<file path="config.mk">
export PLATFORM = sky130hd
export DESIGN_NAME = lces_fifo
export DESIGN_NICKNAME = d
export VERILOG_FILES = /design/src/design/lces_pkg.sv /design/src/design/lces_fifo.sv
export SDC_FILE = /design/constraint.sdc
export NUM_CORES = 1
export LEC_CHECK = 0
export BUFFER_PORTS_ARGS = -buffer_cell sky130_fd_sc_hd__clkbuf_2
export CORE_MARGIN = 3
export CORE_UTILIZATION = 53
export DETAILED_ROUTE_END_ITERATION = 6
export PLACE_DENSITY = 0.8
export SLEW_MARGIN = 15
export SYNTH_ARGS = -nofsm -noshare
export SYNTH_HDL_FRONTEND = slang
export SYNTH_SLANG_ARGS = --single-unit
</file>
<file path="constraint.sdc">
create_clock -name clk_i -period 11.7 [get_ports clk_i]
set_input_delay 1.755 -clock clk_i [delete_from_list [all_inputs] [get_ports clk_i]]
set_output_delay 1.755 -clock clk_i [all_outputs]
set_load 0.05 [all_outputs]
</file>
<file path="src/design/lces_pkg.sv">
// shared types and constants of the looped clip event scheduler
`timescale 1ns / 1ps
`default_nettype none

package lces_pkg;

  // internal time width: block and clip arithmetic never leaves this range
  localparam int TW       = 52;
  localparam int POSW     = 48;
  localparam int LENW     = 40;
  localparam int MSGW     = 24;
  localparam int OFFW     = 16;
  localparam int SPW      = 17;
  localparam int TOTW     = 9;
  localparam int CSW      = 3;
  localparam int ESW      = 8;
  localparam int KINDW    = 2;
  localparam int DVW      = 49;
  localparam int SPAN_MAX = 65536;
  localparam int QDEPTH   = 2;

  typedef enum logic [KINDW-1:0] {
    KIND_CLIP  = 2'd0,
    KIND_EVENT = 2'd1,
    KIND_SCHED = 2'd2
  } kind_e;

  typedef enum logic [1:0] {
    OP_CLIP,
    OP_EVENT,
    OP_SCHED
  } op_e;

  typedef struct packed {
    op_e                     op;
    logic [CSW-1:0]          clip_slot;
    logic [ESW-1:0]          event_slot;
    logic signed [POSW-1:0]  position;
    logic [SPW-1:0]          span;
    logic [LENW-1:0]         len;
    logic [LENW-1:0]         ev_pos;
    logic [MSGW-1:0]         msg;
    logic                    loop_en;
    logic                    mute_en;
    logic [TOTW-1:0]         total;
  } cmd_t;

  typedef struct packed {
    logic full;
    logic empty;
  } q_sts_t;

  typedef struct packed {
    logic            clear;
    logic            ins;
    logic            emit;
    logic [OFFW-1:0] off;
    logic [MSGW-1:0] msg;
  } srt_req_t;

  typedef struct packed {
    logic drop;
    logic done;
  } srt_sts_t;

  typedef enum logic [3:0] {
    ST_IDLE,
    ST_CLIP,
    ST_DIV,
    ST_ITER,
    ST_ITER2,
    ST_ITER3,
    ST_BS,
    ST_BS_RD,
    ST_SCAN,
    ST_SCAN_RD,
    ST_KEEP,
    ST_NEXT_ITER,
    ST_NEXT_CLIP,
    ST_EMIT,
    ST_WAIT
  } bk_state_e;

endpackage

`default_nettype wire

</file>
<file path="src/design/lces_fifo.sv">
// two entry command queue between classifier and engine
`timescale 1ns / 1ps
`default_nettype none

module lces_fifo import lces_pkg::*; (
  input  wire logic clk_i,
  input  wire logic rst_ni,
  input  wire logic push_i,
  input  wire cmd_t cmd_i,
  input  wire logic pop_i,
  output cmd_t      cmd_o,
  output q_sts_t    sts_o
);

  localparam int PW = (QDEPTH > 1) ? $clog2(QDEPTH) : 1;
  localparam int CNW = $clog2(QDEPTH + 1);

  cmd_t           mem_q [QDEPTH];
  logic [PW-1:0]  wr_q, rd_q;
  logic [CNW-1:0] cnt_q;

  always_ff @(posedge clk_i or negedge rst_ni) begin
    if (!rst_ni) begin
      wr_q  <= '0;
      rd_q  <= '0;
      cnt_q <= '0;
    end else begin
      if (push_i) begin
        wr_q <= (wr_q == PW'(QDEPTH - 1)) ? '0 : wr_q + PW'(1);
      end
      if (pop_i) begin
        rd_q <= (rd_q == PW'(QDEPTH - 1)) ? '0 : rd_q + PW'(1);
      end
      if (push_i && !pop_i) begin
        cnt_q <= cnt_q + CNW'(1);
      end else if (pop_i && !push_i) begin
        cnt_q <= cnt_q - CNW'(1);
      end
    end
  end

  always_ff @(posedge clk_i) begin
    if (push_i) begin
      mem_q[wr_q] <= cmd_i;
    end
  end

  assign cmd_o       = mem_q[rd_q];
  assign sts_o.full  = cnt_q == CNW'(QDEPTH);
  assign sts_o.empty = cnt_q == '0;

endmodule

`default_nettype wire

</file>
==> impl_metrics.ini <==
[run_status]
status = completed

[critical_path]
cp_max_fo = 57
cp_num_buf_inv = 3
max_stage_delay_ps = 860
cp-start-kind = register
worst-setup-path-type = register to output port
worstPathArrival_ps = 3710
cp_slowest_cell = buf_4
end_kind = output port
r2r_setup_slack_ps = 9030
r2r_cells = 3
crit_chain = buf_4 -> buf_4 -> mux2_2 -> clkbuf_2
cpLargestDelayFamily = buffers and inverters
cpMostUsedCell = buf_4
r2r-end = mem_q[0][116]$_DFFE_PP_
crit_required_ps = 9950
r2r_start = wr_q$_DFFE_PN0P_

[power]
vdd_drop_max_mv = 0.2012
p_per_area_mw_per_mm2 = 295.2
p_leak_uw = 0.007441

[yosys]
ys_seq_elements = 390
avgSynthCellArea_um2 = 23.96
synth_edf_count = 386
yosys_warnings = 0
synth_ff_type = edfxtp_1
yosys.area.top_type_share_pct = 78.40
async_reset_ff_share_pct = 1.026
synth_common_cells = edfxtp_1, mux2_4, mux2_2, buf_6
synth.most_common_cell = edfxtp_1
synthCells = 617
yosysSeqAreaShare_pct = 79.08
yosys.area.top_type = edfxtp_1
yosys-top-cells-area = edfxtp_1, mux2_4, mux2_2
synth_cell_types = 14
syn-num-nets = 815
syn_area_mm2 = 0.01478

[cts]
clk_pin_slew_worst_paths_ps = 60
clk_latency_ps = 510
cts.repair.resized = 0
cts-buffers-inserted = 40
cts-root-buf = clkbuf_16
hold_buffers = 0
cts_tree = yes
clk_path_buf_depth = 3
cts.sinks = 390
cts.htree.levels = 2
cts_setup_buffers = 0

[hold_path]
hold_path.class = register to register
min_from = cnt_q[1]$_DFFE_PN0P_
min_delay_path_depth = 1
holdPathEnd = cnt_q[1]$_DFFE_PN0P_

[grt]
grt_pass1_vias = 7765
grt_antenna_before_repair = 4
overflow = 0
grt_max_degree = 75
grt_use_total_pct = 19.81
grt_first_pass_wirelength_um = 45590

[place]
post-place-cells = 1366
gp_congestion = 0.7926
dp_hpwl_um = 20650
io_buffers = 391
post-place-ws_ps = 6717

[timing]
whs_ps = 497.0
hold_viol = 0
relSlewSlack_pct = 31.74
grt_setup_unrepaired = false
finalMaxSlewViolations = 0
period_minus_slack_ps = 5464
skew_ps = 10.20
worstMarginPinSlew_ps = 1024
setup_tns_ps = 0
period_share_pct = 46.70
final-setup-viol-count = 0
layout_setup_ws_ps = 6236
fmax_ghz = 0.1830

[run]
maxCapViolCount = 0

[layout]
nNetsFinal = 1234
fillCellCount = 1769
syn2layout_area_growth_pct = 23.82
drive_gt1_share_pct = 61.11
fin_cells = 1436

[floorplan]
die_x_um = 173.0
start_util_pct = 54.40
die_area_mm2 = 0.02993
pin_count = 392
core_area_mm2 = 0.02718
fp.dieH_um = 173.0
rows = 60

[route]
avgRoutedWirePerCell_um = 21.07
drt_iter0_drc = 564
vias_per_cell = 5.122
wirelength_um = 30260
dr.pass1.iters = 5
num_vias = 7355
drc = 0
drtAntennaViolNets = 0
-- cell type report --
type / instances / area [µm²] / share of cell area [%]
sequential: 390 / 11700 / 63.89
timing repair buffer: 399 / 2017 / 11.02
antenna: 2 / 5.005 / 0.02734
clock inverter: 21 / 205.2 / 1.121
multi-input combinational: 204 / 2867 / 15.66
clock buffer: 47 / 1049 / 5.728
tap: 372 / 465.4 / 2.543
inverter: 1 / 3.754 / 0.02050
-- placed cells by master (no fill, tap or decap), drive strengths merged --
cell type	n
diode	2
nor2b	2
dfrtp	4
clkinvlp	1
clkbuf	438
xnor2	1
edfxtp	386
bufinv	4
ha	1
buf	8
inv	1
and2	1
nor2	2
mux2	193
clkinv	16
xor2	4
-- logic make-up (layout without fill, tap and decap cells) --
kind of cell             count (synthesis)  after routing  synth area share (%)
adder cells (fa/ha/maj)                  1              1               0.08462
XOR/XNOR                                 5              5                0.2962
multiplexers                           193            193                 18.76
buffers and inverters                   23            468                 1.599
AND/OR/NAND/NOR                          5              5                0.1778
flip-flops                             390            390                 79.08
other                                    0              2                     0
-- layer usage --
layer / global-route usage [%] / vias to the layer above / share of wire, %
li1: - / 3308 / -
met1: 24.31 / 3595 / 37
met2: 33.39 / 388 / 51
met3: 6.346 / 60 / 9.3
met4: 6.926 / 4 / 3.0
met5: 0 / - / 0.089
-- flip-flops by register name, summed over array words and instances (netlist names) --
signal  flops
wr_q        1
mem_q     386
rd_q        1
cnt_q       2
-- per-stage QoR --
step                      util (%)  power, µW  cell area (µm²)
after global placement       62.73       4207            17050
final                        67.36       5403            18310
after global routing         67.36       5602            18310
after detailed placement     62.73       4232            17050
after floorplan                  -       3900            14780
after CTS                    67.34       5454            18300
-- power breakdown --
group          total [µW]  internal [µW]  leakage (µW)  switching (µW)
Clock                1210            726      0.000613             483
Combinational        2240            678       0.00316            1560
Sequential           1960           1860       0.00367            99.5
-- worst max-delay path by stage --
stage,from,to,slack (ps),cells past startpoint
after floorplan,push_i,mem_q[0][0]$_DFFE_PP_,850,1
after global placement,rd_q$_DFFE_PN0P_,cmd_o[6],6780,4
after detailed placement,rd_q$_DFFE_PN0P_,cmd_o[175],6720,4
after CTS,rd_q$_DFFE_PN0P_,cmd_o[175],6170,4
after global routing,rd_q$_DFFE_PN0P_,cmd_o[175],6050,4
final,rd_q$_DFFE_PN0P_,cmd_o[175],6240,4
No activity file was read; power rests on OpenSTA's default activity.
