File: config.mk
export PLATFORM = sky130hd
export DESIGN_NAME = lces_front
export DESIGN_NICKNAME = d
export VERILOG_FILES = /design/src/design/lces_pkg.sv /design/src/design/lces_front.sv
export SDC_FILE = /design/constraint.sdc
export NUM_CORES = 1
export LEC_CHECK = 0
export BUFFER_PORTS_ARGS = -buffer_cell sky130_fd_sc_hd__buf_2
export CORE_AREA = 2 2 144 146
export DETAILED_ROUTE_END_ITERATION = 7
export DIE_AREA = 0 0 146 148
export PLACE_DENSITY = 0.41
export SLEW_MARGIN = 25
export SYNTH_ARGS = -nofsm -noshare
export SYNTH_HDL_FRONTEND = slang
export SYNTH_SLANG_ARGS = --single-unit
export TNS_END_PERCENT = 5
File: constraint.sdc
create_clock -name vclk -period 1.95
set_input_delay 0.39 -clock vclk [all_inputs]
set_output_delay 0.39 -clock vclk [all_outputs]
set_load 0.03 [all_outputs]
File: src/design/lces_pkg.sv
// shared types and constants of the looped clip event scheduler
`timescale 1ns / 1ps
`default_nettype none

package lces_pkg;

  // internal time width: block and clip arithmetic never leaves this range
  localparam int TW       = 52;
  localparam int POSW     = 48;
  localparam int LENW     = 40;
  localparam int MSGW     = 24;
  localparam int OFFW     = 16;
  localparam int SPW      = 17;
  localparam int TOTW     = 9;
  localparam int CSW      = 3;
  localparam int ESW      = 8;
  localparam int KINDW    = 2;
  localparam int DVW      = 49;
  localparam int SPAN_MAX = 65536;
  localparam int QDEPTH   = 2;

  typedef enum logic [KINDW-1:0] {
    KIND_CLIP  = 2'd0,
    KIND_EVENT = 2'd1,
    KIND_SCHED = 2'd2
  } kind_e;

  typedef enum logic [1:0] {
    OP_CLIP,
    OP_EVENT,
    OP_SCHED
  } op_e;

  typedef struct packed {
    op_e                     op;
    logic [CSW-1:0]          clip_slot;
    logic [ESW-1:0]          event_slot;
    logic signed [POSW-1:0]  position;
    logic [SPW-1:0]          span;
    logic [LENW-1:0]         len;
    logic [LENW-1:0]         ev_pos;
    logic [MSGW-1:0]         msg;
    logic                    loop_en;
    logic                    mute_en;
    logic [TOTW-1:0]         total;
  } cmd_t;

  typedef struct packed {
    logic full;
    logic empty;
  } q_sts_t;

  typedef struct packed {
    logic            clear;
    logic            ins;
    logic            emit;
    logic [OFFW-1:0] off;
    logic [MSGW-1:0] msg;
  } srt_req_t;

  typedef struct packed {
    logic drop;
    logic done;
  } srt_sts_t;

  typedef enum logic [3:0] {
    ST_IDLE,
    ST_CLIP,
    ST_DIV,
    ST_ITER,
    ST_ITER2,
    ST_ITER3,
    ST_BS,
    ST_BS_RD,
    ST_SCAN,
    ST_SCAN_RD,
    ST_KEEP,
    ST_NEXT_ITER,
    ST_NEXT_CLIP,
    ST_EMIT,
    ST_WAIT
  } bk_state_e;

endpackage

`default_nettype wire

File: src/design/lces_front.sv
// request classifier: range checks, saturation and command build
`timescale 1ns / 1ps
`default_nettype none

module lces_front import lces_pkg::*; #(
  parameter int NUM_CLIPS       = 8,
  parameter int EVENTS_PER_CLIP = 256
) (
  input  wire logic                   in_valid_i,
  output logic                        in_stall_o,
  input  wire logic [KINDW-1:0]       kind_i,
  input  wire logic [CSW-1:0]         clip_slot_i,
  input  wire logic [ESW-1:0]         event_slot_i,
  input  wire logic signed [POSW-1:0] position_i,
  input  wire logic [LENW-1:0]        span_i,
  input  wire logic [LENW-1:0]        event_position_i,
  input  wire logic [MSGW-1:0]        event_bytes_i,
  input  wire logic                   loop_enable_i,
  input  wire logic                   mute_enable_i,
  input  wire logic [TOTW-1:0]        event_total_i,
  input  wire logic                   q_full_i,
  output logic                        push_o,
  output cmd_t                        cmd_o
);

  logic keep;

  always_comb begin
    keep             = 1'b0;
    cmd_o.op         = OP_SCHED;
    cmd_o.clip_slot  = clip_slot_i;
    cmd_o.event_slot = event_slot_i;
    cmd_o.position   = position_i;
    cmd_o.len        = span_i;
    cmd_o.ev_pos     = event_position_i;
    cmd_o.msg        = event_bytes_i;
    cmd_o.loop_en    = loop_enable_i;
    cmd_o.mute_en    = mute_enable_i;
    // long blocks clamp so every offset fits the offset field
    if (span_i > LENW'(SPAN_MAX)) begin
      cmd_o.span = SPW'(SPAN_MAX);
    end else begin
      cmd_o.span = span_i[SPW-1:0];
    end
    if (int'(event_total_i) > EVENTS_PER_CLIP) begin
      cmd_o.total = TOTW'(EVENTS_PER_CLIP);
    end else begin
      cmd_o.total = event_total_i;
    end
    case (kind_i)
      KIND_CLIP: begin
        cmd_o.op = OP_CLIP;
        keep     = int'(clip_slot_i) < NUM_CLIPS;
      end
      KIND_EVENT: begin
        cmd_o.op = OP_EVENT;
        keep     = (int'(clip_slot_i) < NUM_CLIPS) && (int'(event_slot_i) < EVENTS_PER_CLIP);
      end
      KIND_SCHED: begin
        cmd_o.op = OP_SCHED;
        keep     = 1'b1;
      end
      default: begin
        keep = 1'b0;
      end
    endcase
  end

  assign in_stall_o = q_full_i;
  assign push_o     = in_valid_i && !q_full_i && keep;

endmodule

`default_nettype wire

==> run summary, run 1 <==
Worst path max stage delay: 0.30 ns
Final core occ: 9.91%
Vias in the first global route: 1222
Critical setup path kind: primary input to output pin
Layout cells sized above 1: 91.3%
Leakage: 0.911 nW
WL final: 5.57 mm
Crit end category: output pin
Crit path max-delay cell type: nor4_4
Fmax achieved: 461 MHz
Die height: 148 um
Synth warn: 0
Fillers: 2372
Most used cell, CP: buf_8
Grt ovf: 0
DIE WIDTH: 146 um
Post-CTS Hold Buffers: 0
Synth Cell Area: 1640 um^2
Fin crit period: 2.17 ns
Final Non-Filler Cells: 466
Critical Path RT: 1.56 ns
Status: finished, violations left
HPWL after detailed placement: 4.78 mm
Placed insts: 464
Final setup vio count: 17
Mean Syn Cell Area: 7.72 um^2
Relative slew slack: 77.7%
Die area: 21600 um^2
Num rows: 52
Num ports: 373
RSZ-0062 raised after global routing: true
Setup ws final: -0.220 ns
Synthesis-to-finish area growth: 20.8%
Final hold vios: 0
Design Power: 0.369 mW
Crit path DAT: 1.78 ns
Largest net degree at the start of global routing: 18
Antenna violations before repair: 0
Post-Synthesis Cells: 213
Crit path capture: cmd_o[126]
Vias: 1178
WL/cell: 12.0 um
Drt initial violations: 8
Crit path from: span_i[9]
Flip-flop and latch count: 0
DRT Pass-1 Iters: 2
Final period util: 111%
Fin Setup TNS: -3.33 ns
Port bufs: 123
Residual DRC: 0
Critical Path Start Type: primary input
Clock buffers: 0
Max VDD drop: 0.0000668 V
Critical Path, Cell by Cell: buf_8, nor4_4, buf_4, a41oi_4, buf_8, nor4b_4, buf_6
Total Nets Final: 376
HP Class: primary input to output pin
Syn Nets: 391
DRT antenna net count: 0
DR vias/cell: 2.53
PD cells: 186 nW/um^2
Global Route Usage Sum: 4.39%
Register area: 0 um^2
Failing checks: setup timing
CP max FO: 6
Core Box Area: 20000 um^2
Ant. Diodes: 0
Unique cell type count in the Yosys netlist: 15
Initial core utilization: 8.20%
Placer Congestion: 0.650
Final Slew Violations: 0
Slew of the pin with the lowest slew margin: 0.333 ns
Sequential fraction of the synthesis area: 0%
First-pass GRT wire length: 7.31 mm
Max_cap viols: 0
Multi-input logic area: 639 um^2
-- worst min-delay path by stage --
stage	endpoint	cells after the start	start	slack (ns)
finish	cmd_o[12]	0	event_bytes_i[1]	0.78
global route	cmd_o[136]	0	position_i[4]	0.78
CTS	cmd_o[142]	0	position_i[10]	0.78
detailed placement	cmd_o[142]	0	position_i[10]	0.78
global placement	cmd_o[142]	0	position_i[10]	0.78
floorplan	cmd_o[0]	1	event_total_i[8]	0.89
-- cell usage after synthesis --
library cell / count / share of area, %
buf_4: 167 / 76
nor4b_2: 10 / 9.1
nor2b_1: 9 / 3.4
nor4_1: 9 / 3.4
nor4b_1: 6 / 3.2
clkbuf_1: 2 / 0.46
inv_1: 2 / 0.46
a211oi_1: 1 / 0.46
a41oi_2: 1 / 0.99
buf_1: 1 / 0.23
buf_6: 1 / 0.68
nand2_1: 1 / 0.23
nand4_1: 1 / 0.38
nor3_1: 1 / 0.30
or3_1: 1 / 0.38
-- area by class of cell --
cell class,instances,area share [%]
Tap cell,270,17.0
Multi-Input combinational cell,40,32.2
Inverter,2,0.378
Timing Repair Buffer,154,50.4
-- metal layers --
layer / part of all wire (%) / track usage, %
met2: 55 / 9.15
met4: 4.0 / 1.55
met1: 24 / 3.10
met5: 0 / 0
met3: 17 / 2.69
-- report_power, final --
| part | total (mW) | switching (mW) | internal, mW |
|---|---|---|---|
| Clock | 0 | 0 | 0 |
| Combinational | 0.369 | 0.223 | 0.146 |
| Sequential | 0 | 0 | 0 |
| Total | 0.369 | 0.223 | 0.146 |
-- timing repair --
item,4_1_cts,5_1_grt
resized for setup,36,17
buffers inserted,1,0
cloned,1,0
setup endpoints to repair,17,17
pin swaps,11,7
-- cells by family after synthesis --
group,Yosys count,share of synthesized area [%]
simple gates,38,20.5
buf+inv,173,78.1
compound gates,2,1.45
-- worst max-delay path: cells and delay by family --
family / cells / cell delay (ns)
AND/OR/NAND/NOR: 2 / 0.54
AO/OA/AOI/OAI: 1 / 0.19
buffers and inverters: 4 / 0.66
-- stage by stage --
step / hold WS [ns] / worst slack, ns / instance area [um^2]
finish: 0.780 / -0.220 / 1990
global route: 0.780 / -0.288 / 1990
CTS: 0.780 / -0.222 / 1890
detailed placement: 0.780 / -0.386 / 1730
global placement: 0.780 / -0.419 / 1730
floorplan: 0.890 / -0.214 / 1810
-- layout by cell type (no fill, tap or decap), drive strengths merged --
master | Yosys | layout
buf | 169 | 154
nor3 | 1 | 1
a41oi | 1 | 1
inv | 2 | 2
nor2b | 9 | 9
nor4 | 9 | 9
nand2 | 1 | 1
or3 | 1 | 1
nor4b | 16 | 16
nand4 | 1 | 1
a211oi | 1 | 1
Note: power is estimated with default switching activity, not from simulation.
==> run 2, diff against run 1 <==
--- a/config.mk
+++ b/config.mk
@@ -10,4 +10,5 @@
 export DETAILED_ROUTE_END_ITERATION = 7
 export DIE_AREA = 0 0 146 148
+export GPL_TIMING_DRIVEN = 0
 export PLACE_DENSITY = 0.41
 export SLEW_MARGIN = 25
==> constraint.sdc (replaced) <==
create_clock -name vclk -period 1.95
set_input_delay 0.39 -clock vclk [all_inputs]
set_output_delay 0.39 -clock vclk [all_outputs]
set_load 0.01 [all_outputs]
==> run summary, run 2 (synthesis results as in run 1) <==
Max VDD drop: 0.0000523 V
Residual DRC: 0
HP Class: primary input to output pin
Clock buffers: 0
Crit end category: output pin
CP max FO: 7
Flip-flop and latch count: 0
Final period util: 107%
Cell depth of the worst hold path: 2
Crit path DAT: 1.70 ns
Final setup vio count: 17
Fmax achieved: 479 MHz
Placer Congestion: 0.695
Grt ovf: 0
DIE WIDTH: 146 um
Critical Path RT: 1.56 ns
Total Nets Final: 646
Core Box Area: 20000 um^2
Initial core utilization: 8.20%
DRT antenna net count: 0
Relative slew slack: 76.1%
Drt initial violations: 10
Port bufs: 248
Leakage: 1.96 nW
Final core occ: 17.4%
Setup ws final: -0.140 ns
Global Route Usage Sum: 5.50%
Final Hold Slack: 0.963 ns
Status: finished, violations left
RSZ-0062 raised after global routing: true
Antenna violations before repair: 0
First-pass GRT wire length: 9.38 mm
Failing checks: setup timing
Die height: 148 um
Slew of the pin with the lowest slew margin: 0.359 ns
DRT Pass-1 Iters: 3
Num ports: 373
Final Non-Filler Cells: 736
HPWL after detailed placement: 6.82 mm
Largest net degree at the start of global routing: 11
PD cells: 195 nW/um^2
Vias: 2095
Final hold vios: 0
Critical setup path kind: primary input to output pin
Max_cap viols: 0
Synthesis-to-finish area growth: 112%
Register area: 0 um^2
DR vias/cell: 2.85
Fin crit period: 2.09 ns
Vias in the first global route: 1788
Ant. Diodes: 0
Placed insts: 731
Num rows: 52
Final Slew Violations: 0
WL/cell: 10.1 um
Commonest non-fill, non-tap cell in the layout: buf_2
Die area: 21600 um^2
WL final: 7.40 mm
Commonest cells after routing, fill and taps aside: 239 x buf_2, 169 x buf_4, 12 x buf_6, 12 x nor4b_2, 9 x nor2b_1
Layout cells sized above 1: 95.3%
Critical Path Start Type: primary input
[run 2: cell types whose count changed in the layout (fill, tap and decap cells not counted), sizes merged]
cell,before,now
clkbuf,0,2
buf,154,422
[run 2: layout make-up]
| class | instances | area (um^2) |
|---|---|---|
| Buffer | 171 | 1280 |
| Fill cell | 2307 | 16600 |
| Inverter | 2 | 7.51 |
| Multi-Input combinational cell | 40 | 499 |
| Tap cell | 270 | 338 |
| Timing Repair Buffer | 253 | 1360 |
[run 2: worst paths after layout]
kind | from | to | slack, ns
max | span_i[37] | cmd_o[131] | -0.14
min | event_bytes_i[13] | cmd_o[24] | 0.96
[run 2: where the power goes]
part / internal, mW / switching, mW / total (mW)
clock: 0 / 0 / 0
combinational: 0.407 / 0.272 / 0.678
sequential: 0 / 0 / 0
[run 2: repair_timing]
item,CTS,global route
gates resized for setup,26,19
endpoints found under the setup margin,17,17
setup buffers,4,0
hold buffers,0,0
pin swaps,4,8
gates cloned,1,0
[run 2: layer usage]
| layer | part of all wire, % | track usage, % | up-vias |
|---|---|---|---|
| li1 | - | - | 1035 |
| met1 | 26 | 4.54 | 869 |
| met2 | 62 | 13.5 | 191 |
| met3 | 11 | 0.895 | 0 |
| met4 | 0 | 0 | 0 |
| met5 | 0 | 0 | - |
[run 2: worst max-delay path: stages]
cell and delay (ns):
buf_8 0.10, nor4_4 0.27, nand4_1 0.14, buf_6 0.16, buf_8 0.13, or3_1 0.36
buf_2 0.15
[run 2: through the flow]
stage	power [mW]	worst slack [ns]	area [um^2]	TNS (ns)
after CTS	0.678	-0.160	3390	-2.20
after detailed placement	0.652	-0.637	3220	-9.21
after floorplan	0.387	0.0548	1640	0
final	0.678	-0.140	3480	-1.34
after global routing	0.726	-0.191	3480	-2.49
after global placement	0.651	-0.672	3220	-9.46
==> run 3, diff against run 2 <==
- PLACE_DENSITY: 0.41 -> 0.46
==> run summary, run 3 (synthesis results as in run 1) <==
Crit path max-delay cell type: nor4_4
Critical Path Start Type: primary input
Cell depth of the worst hold path: 2
Fin crit period: 2.20 ns
Setup ws final: -0.246 ns
Fin Setup TNS: -2.87 ns
Worst path max stage delay: 0.40 ns
Vias in the first global route: 1848
WL/cell: 10.7 um
Critical Path, Cell by Cell: buf_8, nor4_4, a41oi_4, buf_6, nor4b_4, buf_2
Residual DRC: 0
Core Box Area: 20000 um^2
Critical setup path kind: primary input to output pin
Critical Path RT: 1.56 ns
Commonest non-fill, non-tap cell in the layout: buf_2
Slew of the pin with the lowest slew margin: 0.366 ns
Drt initial violations: 41
DIE WIDTH: 146 um
Fillers: 2285
Flip-flop and latch count: 0
Max_cap viols: 0
Antenna violations before repair: 1
First-pass GRT wire length: 10.0 mm
Final hold vios: 0
Clock buffers: 0
DRT antenna net count: 0
Crit end category: output pin
Largest net degree at the start of global routing: 11
Num ports: 373
Critical path depth: 6
Global Route Usage Sum: 5.81%
Relative slew slack: 75.4%
Die area: 21600 um^2
Multi-input logic area: 566 um^2
Failing checks: setup timing
Grt ovf: 0
Port bufs: 248
Bufs and invs on worst path: 3
CP max FO: 6
PD cells: 195 nW/um^2
Crit path DAT: 1.81 ns
Placer Congestion: 0.813
Register area: 0 um^2
Final Slew Violations: 0
HP Class: primary input to output pin
WL final: 7.91 mm
CP top delay family: simple AND/OR/NAND/NOR gates
Status: finished, violations left
Leakage: 2.02 nW
HPWL after detailed placement: 7.10 mm
Max VDD drop: 0.0000525 V
Total Nets Final: 650
Layout cells sized above 1: 95.5%
RSZ-0062 raised after global routing: true
DRT Pass-1 Iters: 4
Die height: 148 um
Final setup vio count: 17
Ant. Diodes: 0
Final period util: 113%
DR vias/cell: 2.94
Commonest cells after routing, fill and taps aside: 245 x buf_2, 173 x buf_4, 9 x nor2b_1
Num rows: 52
Design Power: 0.691 mW
Initial core utilization: 8.20%
Vias: 2177
Synthesis-to-finish area growth: 116%
Fmax achieved: 455 MHz
run 3: cell types whose count changed in the layout (fill, tap and decap cells not counted), sizes merged:
cell and delta:
buf +4
run 3: worst paths after layout:
kind / start / endpoint / slack, ns
setup / recovery: span_i[1] / cmd_o[116] / -0.25
hold / removal: position_i[45] / cmd_o[177] / 0.96
run 3: layout make-up:
| type | instances | share of cell area (%) |
|---|---|---|
| Buffer | 171 | 36.4 |
| Inverter | 2 | 0.212 |
| Multi-Input combinational cell | 40 | 16.0 |
| Tap cell | 270 | 9.53 |
| Timing Repair Buffer | 257 | 37.9 |
run 3: power by group:
group / internal (mW) / leakage (nW) / switching [mW] / total (mW)
logic: 0.406 / 2.02 / 0.285 / 0.691
registers: 0 / 0 / 0 / 0
clock network: 0 / 0 / 0 / 0
run 3: timing repair:
item | in CTS | in global routing
endpoints found under the setup margin | 17 | 17
gates resized for setup | 33 | 10
pin swaps | 15 | 11
gates cloned | 1 | 0
setup buffers | 4 | 4
hold buffers | 0 | 0
run 3: stage by stage:
stage	utilization [%]	instances	setup WS [ns]	area [um^2]	hold slack, ns
finish	17.7	740	-0.246	3540	0.963
global route	17.7	740	-0.305	3540	0.965
detailed placement	16.1	731	-0.792	3220	0.964
floorplan	-	213	0.0548	1640	0.826
global placement	16.1	731	-0.790	3220	0.964
CTS	17.2	736	-0.256	3440	0.963
run 3: layer usage:
metal  share of wire (%)  GRT usage, %  wire length [um]  up-vias
met4                 1.8         0.971               146        0
met5                   0             0                 0        -
li1                    -             -                 -     1046
met3                  13          1.30              1000        8
met1                  28          5.41              2230      919
met2                  57          12.7              4520      204
